<file path="config.mk">
export PLATFORM = sky130hd
export DESIGN_NAME = maze_explore_step_unit
export DESIGN_NICKNAME = d
export VERILOG_FILES = /design/src/rtl/core/mes_pkg.sv /design/src/rtl/core/mes_visit_map.sv /design/src/rtl/core/mes_step_logic.sv /design/src/rtl/core/maze_explore_step_unit.sv
export SDC_FILE = /design/constraint.sdc
export NUM_CORES = 1
export LEC_CHECK = 0
export BUFFER_PORTS_ARGS = -buffer_cell sky130_fd_sc_hd__buf_2
export CAP_MARGIN = 30
export CORE_AREA = 5 5 271 273
export CTS_CLUSTER_SIZE = 10
export DETAILED_ROUTE_END_ITERATION = 10
export DIE_AREA = 0 0 276 278
export PLACE_DENSITY = 0.42
export SETUP_SLACK_MARGIN = 0.02
export SYNTH_ARGS = -nofsm -noshare
export SYNTH_HDL_FRONTEND = slang
export SYNTH_HIERARCHICAL = 1
export SYNTH_SLANG_ARGS = --single-unit
</file>
<file path="constraint.sdc">
create_clock -name clk -period 7.65 [get_ports clk]
set_clock_uncertainty 0.1 [all_clocks]
set_input_delay 0.3825 -clock clk [delete_from_list [all_inputs] [get_ports clk]]
set_output_delay 0.3825 -clock clk [all_outputs]
set_load 0.01 [all_outputs]
</file>
<file path="src/rtl/core/mes_pkg.sv">
`default_nettype none

package mes_pkg;

  // Action codes reported with each result.
  localparam logic [2:0] ACT_LEFT    = 3'd0;
  localparam logic [2:0] ACT_FORWARD = 3'd1;
  localparam logic [2:0] ACT_RIGHT   = 3'd2;
  localparam logic [2:0] ACT_TURN    = 3'd3;
  localparam logic [2:0] ACT_NONE    = 3'd4;

  // Headings. North is row + 1, east is column + 1.
  localparam logic [1:0] HEAD_N = 2'd0;
  localparam logic [1:0] HEAD_E = 2'd1;
  localparam logic [1:0] HEAD_S = 2'd2;
  localparam logic [1:0] HEAD_W = 2'd3;

  // Configuration register indexes.
  localparam logic REG_GOAL_X = 1'b0;
  localparam logic REG_GOAL_Y = 1'b1;

  localparam logic [3:0] GOAL_RESET = 4'd8;

  typedef struct packed {
    logic wall_left;
    logic wall_front;
    logic wall_right;
  } step_req_t;

  typedef struct packed {
    logic [2:0] action;
    logic [1:0] new_heading;
    logic [3:0] new_col;
    logic [3:0] new_row;
    logic       revisited;
    logic       at_goal;
  } step_rsp_t;

endpackage

`default_nettype wire

</file>
<file path="src/rtl/core/mes_visit_map.sv">
`default_nettype none

module mes_visit_map import mes_pkg::*; #(
  parameter int GRID_WIDTH  = 16,
  parameter int GRID_HEIGHT = 16,
  localparam int COL_W = $clog2(GRID_WIDTH)
) (
  input  wire logic                   clk,
  input  wire logic                   rst,
  input  wire logic                   rd_en,
  input  wire logic [COL_W-1:0]       rd_addr_w,
  input  wire logic [COL_W-1:0]       rd_addr_c,
  input  wire logic [COL_W-1:0]       rd_addr_e,
  output      logic [GRID_HEIGHT-1:0] rd_word_w,
  output      logic [GRID_HEIGHT-1:0] rd_word_c,
  output      logic [GRID_HEIGHT-1:0] rd_word_e,
  input  wire logic                   wr_en,
  input  wire logic [COL_W-1:0]       wr_addr,
  input  wire logic [GRID_HEIGHT-1:0] wr_word
);

  // Two copies of the column-organized map: one serves the west and east
  // neighbour columns, the other the current column. Both take every write.
  logic [GRID_HEIGHT-1:0] side_mem [GRID_WIDTH];
  logic [GRID_HEIGHT-1:0] ctr_mem  [GRID_WIDTH];
  logic [GRID_WIDTH-1:0]  col_valid;

  logic [GRID_HEIGHT-1:0] word_w_q, word_c_q, word_e_q;
  logic                   ok_w, ok_c, ok_e;

  always_ff @(posedge clk) begin
    if (wr_en) begin
      side_mem[wr_addr] <= wr_word;
      ctr_mem[wr_addr]  <= wr_word;
    end
    if (rd_en) begin
      word_w_q <= side_mem[rd_addr_w];
      word_e_q <= side_mem[rd_addr_e];
      word_c_q <= ctr_mem[rd_addr_c];
    end
  end

  // A column never written reads as all cleared.
  always_ff @(posedge clk) begin
    if (rst) begin
      col_valid <= '0;
      ok_w      <= 1'b0;
      ok_c      <= 1'b0;
      ok_e      <= 1'b0;
    end else begin
      if (wr_en) begin
        col_valid[wr_addr] <= 1'b1;
      end
      if (rd_en) begin
        ok_w <= col_valid[rd_addr_w];
        ok_c <= col_valid[rd_addr_c];
        ok_e <= col_valid[rd_addr_e];
      end
    end
  end

  assign rd_word_w = ok_w ? word_w_q : '0;
  assign rd_word_c = ok_c ? word_c_q : '0;
  assign rd_word_e = ok_e ? word_e_q : '0;

endmodule

`default_nettype wire

</file>
<file path="src/rtl/core/mes_step_logic.sv">
`default_nettype none

module mes_step_logic import mes_pkg::*; #(
  parameter int GRID_WIDTH  = 16,
  parameter int GRID_HEIGHT = 16,
  localparam int COL_W = $clog2(GRID_WIDTH),
  localparam int ROW_W = $clog2(GRID_HEIGHT)
) (
  input  wire step_req_t              req,
  input  wire logic [COL_W-1:0]       col,
  input  wire logic [ROW_W-1:0]       row,
  input  wire logic [1:0]             heading,
  input  wire logic [3:0]             goal_x,
  input  wire logic [3:0]             goal_y,
  input  wire logic [GRID_HEIGHT-1:0] word_w,
  input  wire logic [GRID_HEIGHT-1:0] word_c,
  input  wire logic [GRID_HEIGHT-1:0] word_e,
  output      logic [COL_W-1:0]       col_next,
  output      logic [ROW_W-1:0]       row_next,
  output      logic [1:0]             heading_next,
  output      logic                   map_wr,
  output      logic [GRID_HEIGHT-1:0] map_word,
  output      step_rsp_t              rsp
);

  logic [3:0]       on_dir;
  logic [3:0]       vis_dir;
  logic [ROW_W-1:0] row_up, row_dn;
  logic [COL_W-1:0] col_e, col_w;
  logic [1:0]       side_dir [3];
  logic [2:0]       wall, open, seen;
  logic [2:0]       action;
  logic [1:0]       move_dir;
  logic             at_goal_now;
  logic [COL_W+3:0] col_ext, col_next_ext, goal_col_ext;
  logic [ROW_W+3:0] row_ext, row_next_ext, goal_row_ext;

  always_comb begin
    on_dir[HEAD_N] = (row != ROW_W'(GRID_HEIGHT - 1));
    on_dir[HEAD_E] = (col != COL_W'(GRID_WIDTH - 1));
    on_dir[HEAD_S] = (row != '0);
    on_dir[HEAD_W] = (col != '0);

    row_up = on_dir[HEAD_N] ? ROW_W'(row + 1'b1) : row;
    row_dn = on_dir[HEAD_S] ? ROW_W'(row - 1'b1) : row;
    col_e  = on_dir[HEAD_E] ? COL_W'(col + 1'b1) : col;
    col_w  = on_dir[HEAD_W] ? COL_W'(col - 1'b1) : col;

    vis_dir[HEAD_N] = word_c[row_up];
    vis_dir[HEAD_S] = word_c[row_dn];
    vis_dir[HEAD_E] = word_e[row];
    vis_dir[HEAD_W] = word_w[row];

    side_dir[0] = heading + 2'd3;
    side_dir[1] = heading;
    side_dir[2] = heading + 2'd1;

    wall = {req.wall_right, req.wall_front, req.wall_left};
    for (int i = 0; i < 3; i++) begin
      open[i] = on_dir[side_dir[i]] & ~wall[i];
      seen[i] = on_dir[side_dir[i]] & vis_dir[side_dir[i]];
    end
  end

  // Unvisited sides first (left, front, right), then any open side
  // (right, front, left), else turn around.
  always_comb begin
    priority if (open[0] && !seen[0]) begin
      action = ACT_LEFT;
    end else if (open[1] && !seen[1]) begin
      action = ACT_FORWARD;
    end else if (open[2] && !seen[2]) begin
      action = ACT_RIGHT;
    end else if (open[2]) begin
      action = ACT_RIGHT;
    end else if (open[1]) begin
      action = ACT_FORWARD;
    end else if (open[0]) begin
      action = ACT_LEFT;
    end else begin
      action = ACT_TURN;
    end
  end

  always_comb begin
    col_ext      = {4'b0, col};
    row_ext      = {4'b0, row};
    goal_col_ext = {{COL_W{1'b0}}, goal_x};
    goal_row_ext = {{ROW_W{1'b0}}, goal_y};
    at_goal_now  = (col_ext == goal_col_ext) && (row_ext == goal_row_ext);

    move_dir = side_dir[0];
    unique case (action)
      ACT_LEFT:    move_dir = side_dir[0];
      ACT_FORWARD: move_dir = side_dir[1];
      ACT_RIGHT:   move_dir = side_dir[2];
      default:     move_dir = side_dir[0];
    endcase

    col_next     = col;
    row_next     = row;
    heading_next = heading;
    if (at_goal_now) begin
      heading_next = heading;
    end else if (action == ACT_TURN) begin
      heading_next = heading + 2'd2;
    end else begin
      heading_next = move_dir;
      unique case (move_dir)
        HEAD_N:  row_next = row_up;
        HEAD_E:  col_next = col_e;
        HEAD_S:  row_next = row_dn;
        HEAD_W:  col_next = col_w;
        default: row_next = row;
      endcase
    end

    map_wr   = !at_goal_now;
    map_word = word_c | (GRID_HEIGHT'(1) << row);

    col_next_ext = {4'b0, col_next};
    row_next_ext = {4'b0, row_next};

    rsp.action      = at_goal_now ? ACT_NONE : action;
    rsp.new_heading = heading_next;
    rsp.new_col     = col_next_ext[3:0];
    rsp.new_row     = row_next_ext[3:0];
    rsp.revisited   = word_c[row];
    rsp.at_goal     = (col_next_ext == goal_col_ext) && (row_next_ext == goal_row_ext);
  end

endmodule

`default_nettype wire

</file>
<file path="src/rtl/core/maze_explore_step_unit.sv">
// A request reads the map and sets busy when it is accepted; its result is then
//   registered into the output register, or into the skid entry if that is held.
// A new request is not taken while one is being resolved; the pose loop (map
//   read, decision, pose update) through the registered map read sets this limit.
// Reset: pose to column 0, row 0, heading north; goal to (8, 8); the visited
//   map is cleared in the same cycle through per-column valid bits.
`default_nettype none

module maze_explore_step_unit import mes_pkg::*; #(
  parameter int GRID_WIDTH  = 16,
  parameter int GRID_HEIGHT = 16
) (
  input  wire logic      clk,
  input  wire logic      rst,
  input  wire logic      in_valid,
  output      logic      in_ready,
  input  wire step_req_t in_req,
  output      logic      out_valid,
  input  wire logic      out_ready,
  output      step_rsp_t out_rsp,
  input  wire logic      cfg_wr_en,
  input  wire logic      cfg_index,
  input  wire logic [3:0] cfg_wr_data
);

  localparam int COL_W = $clog2(GRID_WIDTH);
  localparam int ROW_W = $clog2(GRID_HEIGHT);

  // Pose and goal registers.
  logic [COL_W-1:0] col;
  logic [ROW_W-1:0] row;
  logic [1:0]       heading;
  logic [3:0]       goal_x, goal_y;

  // The request in flight: busy is high in the cycle after acceptance,
  // when the map words have arrived and the step is resolved.
  logic      busy;
  step_req_t req_q;

  logic accept, pop;

  // Output register plus one skid entry, so a new request can be taken
  // while a finished result still waits at the output.
  step_rsp_t skid_rsp;
  logic      skid_valid;

  logic [COL_W-1:0]       rd_addr_w, rd_addr_e;
  logic [GRID_HEIGHT-1:0] word_w, word_c, word_e;

  logic [COL_W-1:0]       col_next;
  logic [ROW_W-1:0]       row_next;
  logic [1:0]             heading_next;
  logic                   map_wr;
  logic [GRID_HEIGHT-1:0] map_word;
  step_rsp_t              step_rsp;

  // The next request must see the pose left by the one in flight, so the
  // input side waits out the resolve cycle. The skid entry must be free.
  assign in_ready = !busy && !skid_valid;
  assign accept   = in_valid && in_ready;
  assign pop      = out_valid && out_ready;

  // Neighbour column addresses fall back to the current column at the grid
  // edge; those reads are masked out by the bounds checks anyway.
  assign rd_addr_w = (col != '0) ? COL_W'(col - 1'b1) : col;
  assign rd_addr_e = (col != COL_W'(GRID_WIDTH - 1)) ? COL_W'(col + 1'b1) : col;

  mes_visit_map #(
    .GRID_WIDTH (GRID_WIDTH),
    .GRID_HEIGHT(GRID_HEIGHT)
  ) u_map (
    .clk      (clk),
    .rst      (rst),
    .rd_en    (accept),
    .rd_addr_w(rd_addr_w),
    .rd_addr_c(col),
    .rd_addr_e(rd_addr_e),
    .rd_word_w(word_w),
    .rd_word_c(word_c),
    .rd_word_e(word_e),
    .wr_en    (busy && map_wr),
    .wr_addr  (col),
    .wr_word  (map_word)
  );

  mes_step_logic #(
    .GRID_WIDTH (GRID_WIDTH),
    .GRID_HEIGHT(GRID_HEIGHT)
  ) u_step (
    .req         (req_q),
    .col         (col),
    .row         (row),
    .heading     (heading),
    .goal_x      (goal_x),
    .goal_y      (goal_y),
    .word_w      (word_w),
    .word_c      (word_c),
    .word_e      (word_e),
    .col_next    (col_next),
    .row_next    (row_next),
    .heading_next(heading_next),
    .map_wr      (map_wr),
    .map_word    (map_word),
    .rsp         (step_rsp)
  );

  // Wall bits are held for the resolve cycle.
  always_ff @(posedge clk) begin
    if (accept) begin
      req_q <= in_req;
    end
  end

  // Control, pose and configuration.
  always_ff @(posedge clk) begin
    if (rst) begin
      busy    <= 1'b0;
      col     <= '0;
      row     <= '0;
      heading <= HEAD_N;
      goal_x  <= GOAL_RESET;
      goal_y  <= GOAL_RESET;
    end else begin
      busy <= accept;
      if (busy) begin
        col     <= col_next;
        row     <= row_next;
        heading <= heading_next;
      end
      if (cfg_wr_en) begin
        unique case (cfg_index)
          REG_GOAL_X: goal_x <= cfg_wr_data;
          REG_GOAL_Y: goal_y <= cfg_wr_data;
          default:    goal_x <= goal_x;
        endcase
      end
    end
  end

  // Output queue. A new result goes to the output register when it is empty
  // or being taken, otherwise into the skid entry. The skid entry is always
  // empty when a result is produced, since no request is accepted while it
  // is full.
  always_ff @(posedge clk) begin
    if (rst) begin
      out_valid  <= 1'b0;
      skid_valid <= 1'b0;
    end else if (busy) begin
      if (!out_valid || pop) begin
        out_valid <= 1'b1;
      end else begin
        skid_valid <= 1'b1;
      end
    end else if (pop) begin
      out_valid  <= skid_valid;
      skid_valid <= 1'b0;
    end
  end

  always_ff @(posedge clk) begin
    if (busy) begin
      if (!out_valid || pop) begin
        out_rsp <= step_rsp;
      end else begin
        skid_rsp <= step_rsp;
      end
    end else if (pop && skid_valid) begin
      out_rsp <= skid_rsp;
    end
  end

  // Two requests are never accepted on back-to-back edges: the second must
  // read the map with the pose the first one leaves.
  a_no_back_to_back_accept: assert property (@(posedge clk) disable iff (rst)
    accept |=> !accept)
    else $error("request accepted while the previous step was unresolved");

  // Every accepted request has a result waiting at the output once its resolve
  // cycle is over.
  a_result_follows: assert property (@(posedge clk) disable iff (rst)
    accept |=> ##1 out_valid)
    else $error("no result after an accepted request");

  // The map is written only while resolving a request.
  a_map_write_timing: assert property (@(posedge clk) disable iff (rst)
    (busy && map_wr) |-> $past(accept))
    else $error("map write outside the resolve cycle");

  // The skid entry only ever holds a result behind a waiting one.
  a_skid_order: assert property (@(posedge clk) disable iff (rst)
    skid_valid |-> out_valid)
    else $error("skid entry full while the output register is empty");

endmodule

`default_nettype wire

</file>
==> metrics.yaml, run 1 <==
synth_area_leaders: "edfxtp_1 48%, mux4_2 24%, mux4_1 5.0%"
grt_max_degree: 67
fillers: 6826
grt_pass1_wl_um: 93170
endpoint_kind: "flop"
crit_required_ns: 7.87
synth_common_cells: "337 x edfxtp_1, 219 x mux4_2, 91 x nor2_1"
synth_edf_count: 337
finalMaxSlewViolations: 0
via_per_inst: 5.439
hold_violations: 0
overflow: 0
worstMarginPinSlew_ns: 0.9498
outcome: "completed"
port_buffers: 29
r2r_slack_ns: 1.10
die_w_um: 276
ir_worst_vdd_v: 0.0002302
cts.path.max_buffers: 3
syn_inst: 1247
clk_pin_slew_ns: 0.06
synthToLayoutAreaGrowth_pct: 12.92
ioPinCount: 30
multiInputGateArea_mm2: 0.009457
numCtsBuffers: 46
setup_viol: 0
ys_ff_latch: 377
cts_root_buf: "clkbuf_16"
grtUsageMet1_pct: 21.56
drc: 0
synth.most_common_cell: "edfxtp_1"
use_met2_pct: 28.76
syn_area_mm2: 0.02099
grt_usage_pct: 16.43
first_global_vias: 12870
busiest_layer: "met2"
instances_no_fill: 2260
antenna_found_initial: 0
core_area_mm2: 0.07087
cts.sinks: 377
dpl.hpwl_um: 40950
ys.flop_type: "edfxtp_1"
die-area_mm2: 0.07673
drt-initial-drc-count: 1022
yosysWarnings: 6
cts_tree: "built"
layout.nets: 1305
netlist-cell-type-count: 77
drtAntennaViolNets: 0
synth_fp_nets: 1274
cap_violations: 0
start_util_pct: 29.61
first_pass_iters: 7
crit_type: "reg -> reg"
use_met3_pct: 2.231
gp_congestion: 0.8996
rows: 98
n_antenna_cell: 0
powerDensity_mw_per_mm2: 307.2
die_y_um: 278
hold_class: "in -> reg"
ff_latch_area_mm2: 0.01093
htree_levels: 2
min_period_over_period_pct: 85.56
period_needed_ns: 6.545
rsz0062_at_grt: "no"
leakagePower_nw: 7.438
critPathMaxFanout: 20
drive_gt1_share_pct: 32.29
slew_headroom_pct: 35.04
numPlacedInstances: 2169
insertion_delay_ns: 0.58
via_count: 12290
start_kind: "flop"
synth_area_per_cell_um2: 16.83
routed_wl_um: 63990
seq_area_frac_synth_pct: 52.03
yosys.area.top_type: "edfxtp_1"
finalSetupTns_ns: 0
worstPathArrival_ns: 6.77
synth_top_area_share_pct: 48.22
async_flop_share_pct: 0
max_freq_ghz: 0.1528
wl_per_cell_um: 28.32
cells by family (layout without fill, tap and decap cells):
logic type / after synthesis / in the layout / synth area share [%]
xor+xnor: 20 / 20 / 0.9241
fa+ha+maj: 14 / 14 / 0.8346
compound gates: 115 / 115 / 3.869
mux: 330 / 330 / 32.22
simple gates: 272 / 272 / 6.612
buf+inv: 119 / 182 / 3.505
flops: 377 / 377 / 52.03
layout make-up:
cell class / instances / share of cell area (%)
Clock buffer: 74 / 5.734
Timing Repair Buffer: 84 / 2.608
Multi-Input combinational cell: 751 / 39.90
Tap cell: 950 / 5.016
Sequential cell: 377 / 46.13
Clock inverter: 6 / 0.3221
Inverter: 18 / 0.2851
placed cells by master (no fill, tap or decap), types with 11 or more instances in the layout:
master	instances
edfxtp_1	337
mux4_2	219
nor2_1	78
and2_1	52
clkbuf_16	48
mux2i_1	47
buf_4	41
mux4_1	40
nand2_1	36
dfxtp_1	34
buf_2	29
a21oi_1	26
clkbuf_1	20
mux2_2	19
nand3_1	18
o21ai_0	16
inv_1	15
ha_1	14
xnor2_1	14
nor3_1	12
nor2_2	12
a21o_1	12
nand2b_1	11
dlygate4sd3_1	11
power breakdown:
part	total [mW]	internal (mW)	switching, mW
combinational	2.50	1.14	1.36
clock	2.10	1.24	0.854
sequential	2.68	2.53	0.149
through the flow:
| stage | power, mW | hold WS [ns] | util, % | area, um^2 | setup slack [ns] |
|---|---|---|---|---|---|
| 2_1_floorplan | 4.577 | 0.3488 | - | 20990 | 2.049 |
| 3_3_place_gp | 5.260 | 0.3825 | 31.24 | 22140 | 1.392 |
| 3_5_place_dp | 5.242 | 0.3977 | 31.26 | 22150 | 1.216 |
| 4_1_cts | 7.380 | 0.2817 | 33.44 | 23700 | 1.184 |
| 5_1_grt | 7.631 | 0.3004 | 33.44 | 23700 | 0.5329 |
| 6_report | 7.279 | 0.3097 | 33.44 | 23700 | 1.105 |
layer usage:
metal | vias up | part of all wire (%)
li1 | 5272 | -
met1 | 6622 | 43
met2 | 307 | 51
met3 | 91 | 3.5
met4 | 0 | 2.8
met5 | - | 0
worst max-delay path, cell delays in order (launching register included):
cell	delay [ns]
dfxtp_1	0.34
inv_2	0.17
ha_1	0.65
inv_1	0.19
or3_1	0.35
a31oi_1	0.19
nor3_1	0.08
a2111oi_0	0.67
a21oi_1	0.17
nor4_1	0.46
nor3_1	0.15
ha_1	0.36
nand3b_1	0.17
a21oi_1	0.41
nor2_1	0.22
and3_1	0.23
o31ai_1	0.57
xor2_1	0.24
a2111oi_2	0.07
and4_1	0.23
mux2_2	0.26
flip-flops by register name (all words and copies together), names as in the netlist, 15 cells and up:
register	count
u_map/side_mem	256
u_map/col_valid	16
skid_rsp	15
out_rsp	15
u_map/word_w_q	16
u_map/word_c_q	16
u_map/word_e_q	16
worst paths after layout:
check	end	cells after the start	start
worst max-delay path	out_rsp[0]	20	row[0]
worst min-delay path	u_map/word_w_q[0]	2	in_valid
worst max register to register	out_rsp[0]	20	row[0]
worst min register to register	goal_y[0]	2	goal_y[0]
what timing repair did:
item,CTS,global route
resized for setup,0,0
hold buffers,11,0
buffers inserted,0,0
endpoints found under the setup margin,0,0
hold endpoints to repair,11,0
(Power assumes the default switching activity.)
==> inputs of run 2 (changes only) <==
Clock period 7.65 ns to 7.4 ns, I/O delays scaled along.
==> metrics.yaml, run 2 (same netlist as run 1, synthesis figures left out) <==
ir_worst_vdd_v: 0.0001819
hold_violations: 0
hold_class: "in -> reg"
first_global_vias: 12630
synthToLayoutAreaGrowth_pct: 12.73
port_buffers: 29
finalMaxSlewViolations: 0
numPlacedInstances: 2171
antenna_found_initial: 0
setup_viol: 0
hp-start: "rst"
ioPinCount: 30
startpoint: "row[1]"
holdPathStages: 2
grt_pass1_wl_um: 92840
fillers: 6900
die-area_mm2: 0.07673
htree_levels: 2
rsz0062_at_grt: "no"
numCtsBuffers: 46
leakagePower_nw: 7.412
drtAntennaViolNets: 0
start_kind: "flop"
cts.sinks: 377
power_mw: 7.447
cp_slowest_cell: "o31ai_1"
die_y_um: 278
cp_num_buf_inv: 1
outcome: "completed"
cts.path.max_buffers: 3
min_period_over_period_pct: 86.13
first_pass_iters: 5
endpoint_kind: "flop"
worstPathArrival_ns: 6.60
slew_headroom_pct: 32.42
layout.nets: 1308
clk_pin_slew_ns: 0.06
crit_type: "reg -> reg"
cts_root_buf: "clkbuf_16"
top_register: "u_map/side_mem"
start_util_pct: 29.61
critPathMaxFanout: 37
die_w_um: 276
grt_max_degree: 67
cpLargestDelayFamily: "compound AO/OA/AOI/OAI gates"
gp_congestion: 0.8807
reg2reg_depth: 20
timing.rr.start: "row[1]"
insertion_delay_ns: 0.58
cpPeakStageDelay_ns: 0.64
n_antenna_cell: 0
fin_util_pct: 33.38
routed_wl_um: 64080
wl_per_cell_um: 28.34
max_freq_ghz: 0.1569
via_count: 12350
drt-initial-drc-count: 1080
via_per_inst: 5.460
r2r_slack_ns: 1.03
drive_gt1_share_pct: 32.11
grt_usage_pct: 16.38
cap_violations: 0
mostFrequentLayoutCell: "edfxtp_1"
final_cell_mix: "337 x edfxtp_1, 219 x mux4_2, 78 x nor2_1"
dpl.hpwl_um: 41450
worstReg2RegEnd: "out_rsp[0]"
instances_no_fill: 2261
drc: 0
worstMarginPinSlew_ns: 1.013
powerDensity_mw_per_mm2: 314.7
overflow: 0
hold_buffers: 11
cts_tree: "built"
cts_resized: 0
cts_setup_buffers: 0
finalSetupTns_ns: 0
core_area_mm2: 0.07087
largest_register_ffs: 256
crit_path_cell_trace: "buf_4, ha_1, and3_1, a22oi_1, o221ai_1, o21ai_0, a2111oi_0, a21oi_1, nor4_1, nor3_1, ha_1, nand3b_1, a21oi_1, nor2_1, and3_1, o31ai_1, xor2_1, a2111oi_2, and4_1, mux2_2"
crit_required_ns: 7.62
period_needed_ns: 6.374
rows: 98
holdPathEnd: "goal_x[1]"
run 2: worst register-to-register path, stage by stage, from the launching register on:
cell and delay [ns]:
dfxtp_2 0.32, buf_4 0.43, ha_1 0.45, and3_1 0.28, a22oi_1 0.13, o221ai_1 0.19, o21ai_0 0.09, a2111oi_0 0.57
a21oi_1 0.17, nor4_1 0.46, nor3_1 0.15, ha_1 0.36, nand3b_1 0.18, a21oi_1 0.42, nor2_1 0.20, and3_1 0.23
o31ai_1 0.64, xor2_1 0.23, a2111oi_2 0.06, and4_1 0.22, mux2_2 0.25
run 2: per-layer routing:
| layer | part of all wire, % | up-vias | global-route usage, % |
|---|---|---|---|
| met5 | 0 | - | 0 |
| met2 | 50 | 343 | 28.01 |
| li1 | - | 5257 | - |
| met1 | 43 | 6665 | 21.95 |
| met3 | 4.6 | 80 | 2.760 |
| met4 | 2.4 | 0 | 4.149 |
run 2: cell type report:
| cell class | count | area (um^2) | share of cell area [%] |
|---|---|---|---|
| sequential | 377 | 10930 | 46.21 |
| multi-input combinational | 751 | 9457 | 39.97 |
| clock buffer | 71 | 1276 | 5.394 |
| tap | 950 | 1189 | 5.024 |
| timing repair buffer | 87 | 676.9 | 2.861 |
| inverter | 18 | 67.56 | 0.2856 |
| clock inverter | 7 | 60.06 | 0.2538 |
run 2: how the worst max path moves through the flow:
| stage | endpoint | slack, ns | depth (start not counted) |
|---|---|---|---|
| after floorplan | out_rsp[0] | 1.80 | 23 |
| after global routing | out_rsp[0] | 0.52 | 20 |
| after detailed placement | out_rsp[0] | 1.03 | 20 |
| after CTS | out_rsp[0] | 1.01 | 20 |
| final | out_rsp[0] | 1.03 | 20 |
| after global placement | out_rsp[0] | 1.07 | 20 |
run 2: report_power, final:
group          switching [mW]  leakage [nW]  total (mW)  internal (mW)
registers               0.158          3.42        2.78           2.62
logic                    1.41          3.35        2.62           1.20
clock network           0.875         0.645        2.06           1.18
run 2: through the flow:
| step | instance area [um^2] | hold WS (ns) | worst slack [ns] |
|---|---|---|---|
| after CTS | 23640 | 0.3129 | 1.006 |
| after global placement | 22150 | 0.3835 | 1.066 |
| after floorplan | 20990 | 0.3416 | 1.799 |
| after detailed placement | 22190 | 0.4004 | 1.025 |
| final | 23660 | 0.3204 | 1.026 |
| after global routing | 23660 | 0.3462 | 0.5233 |
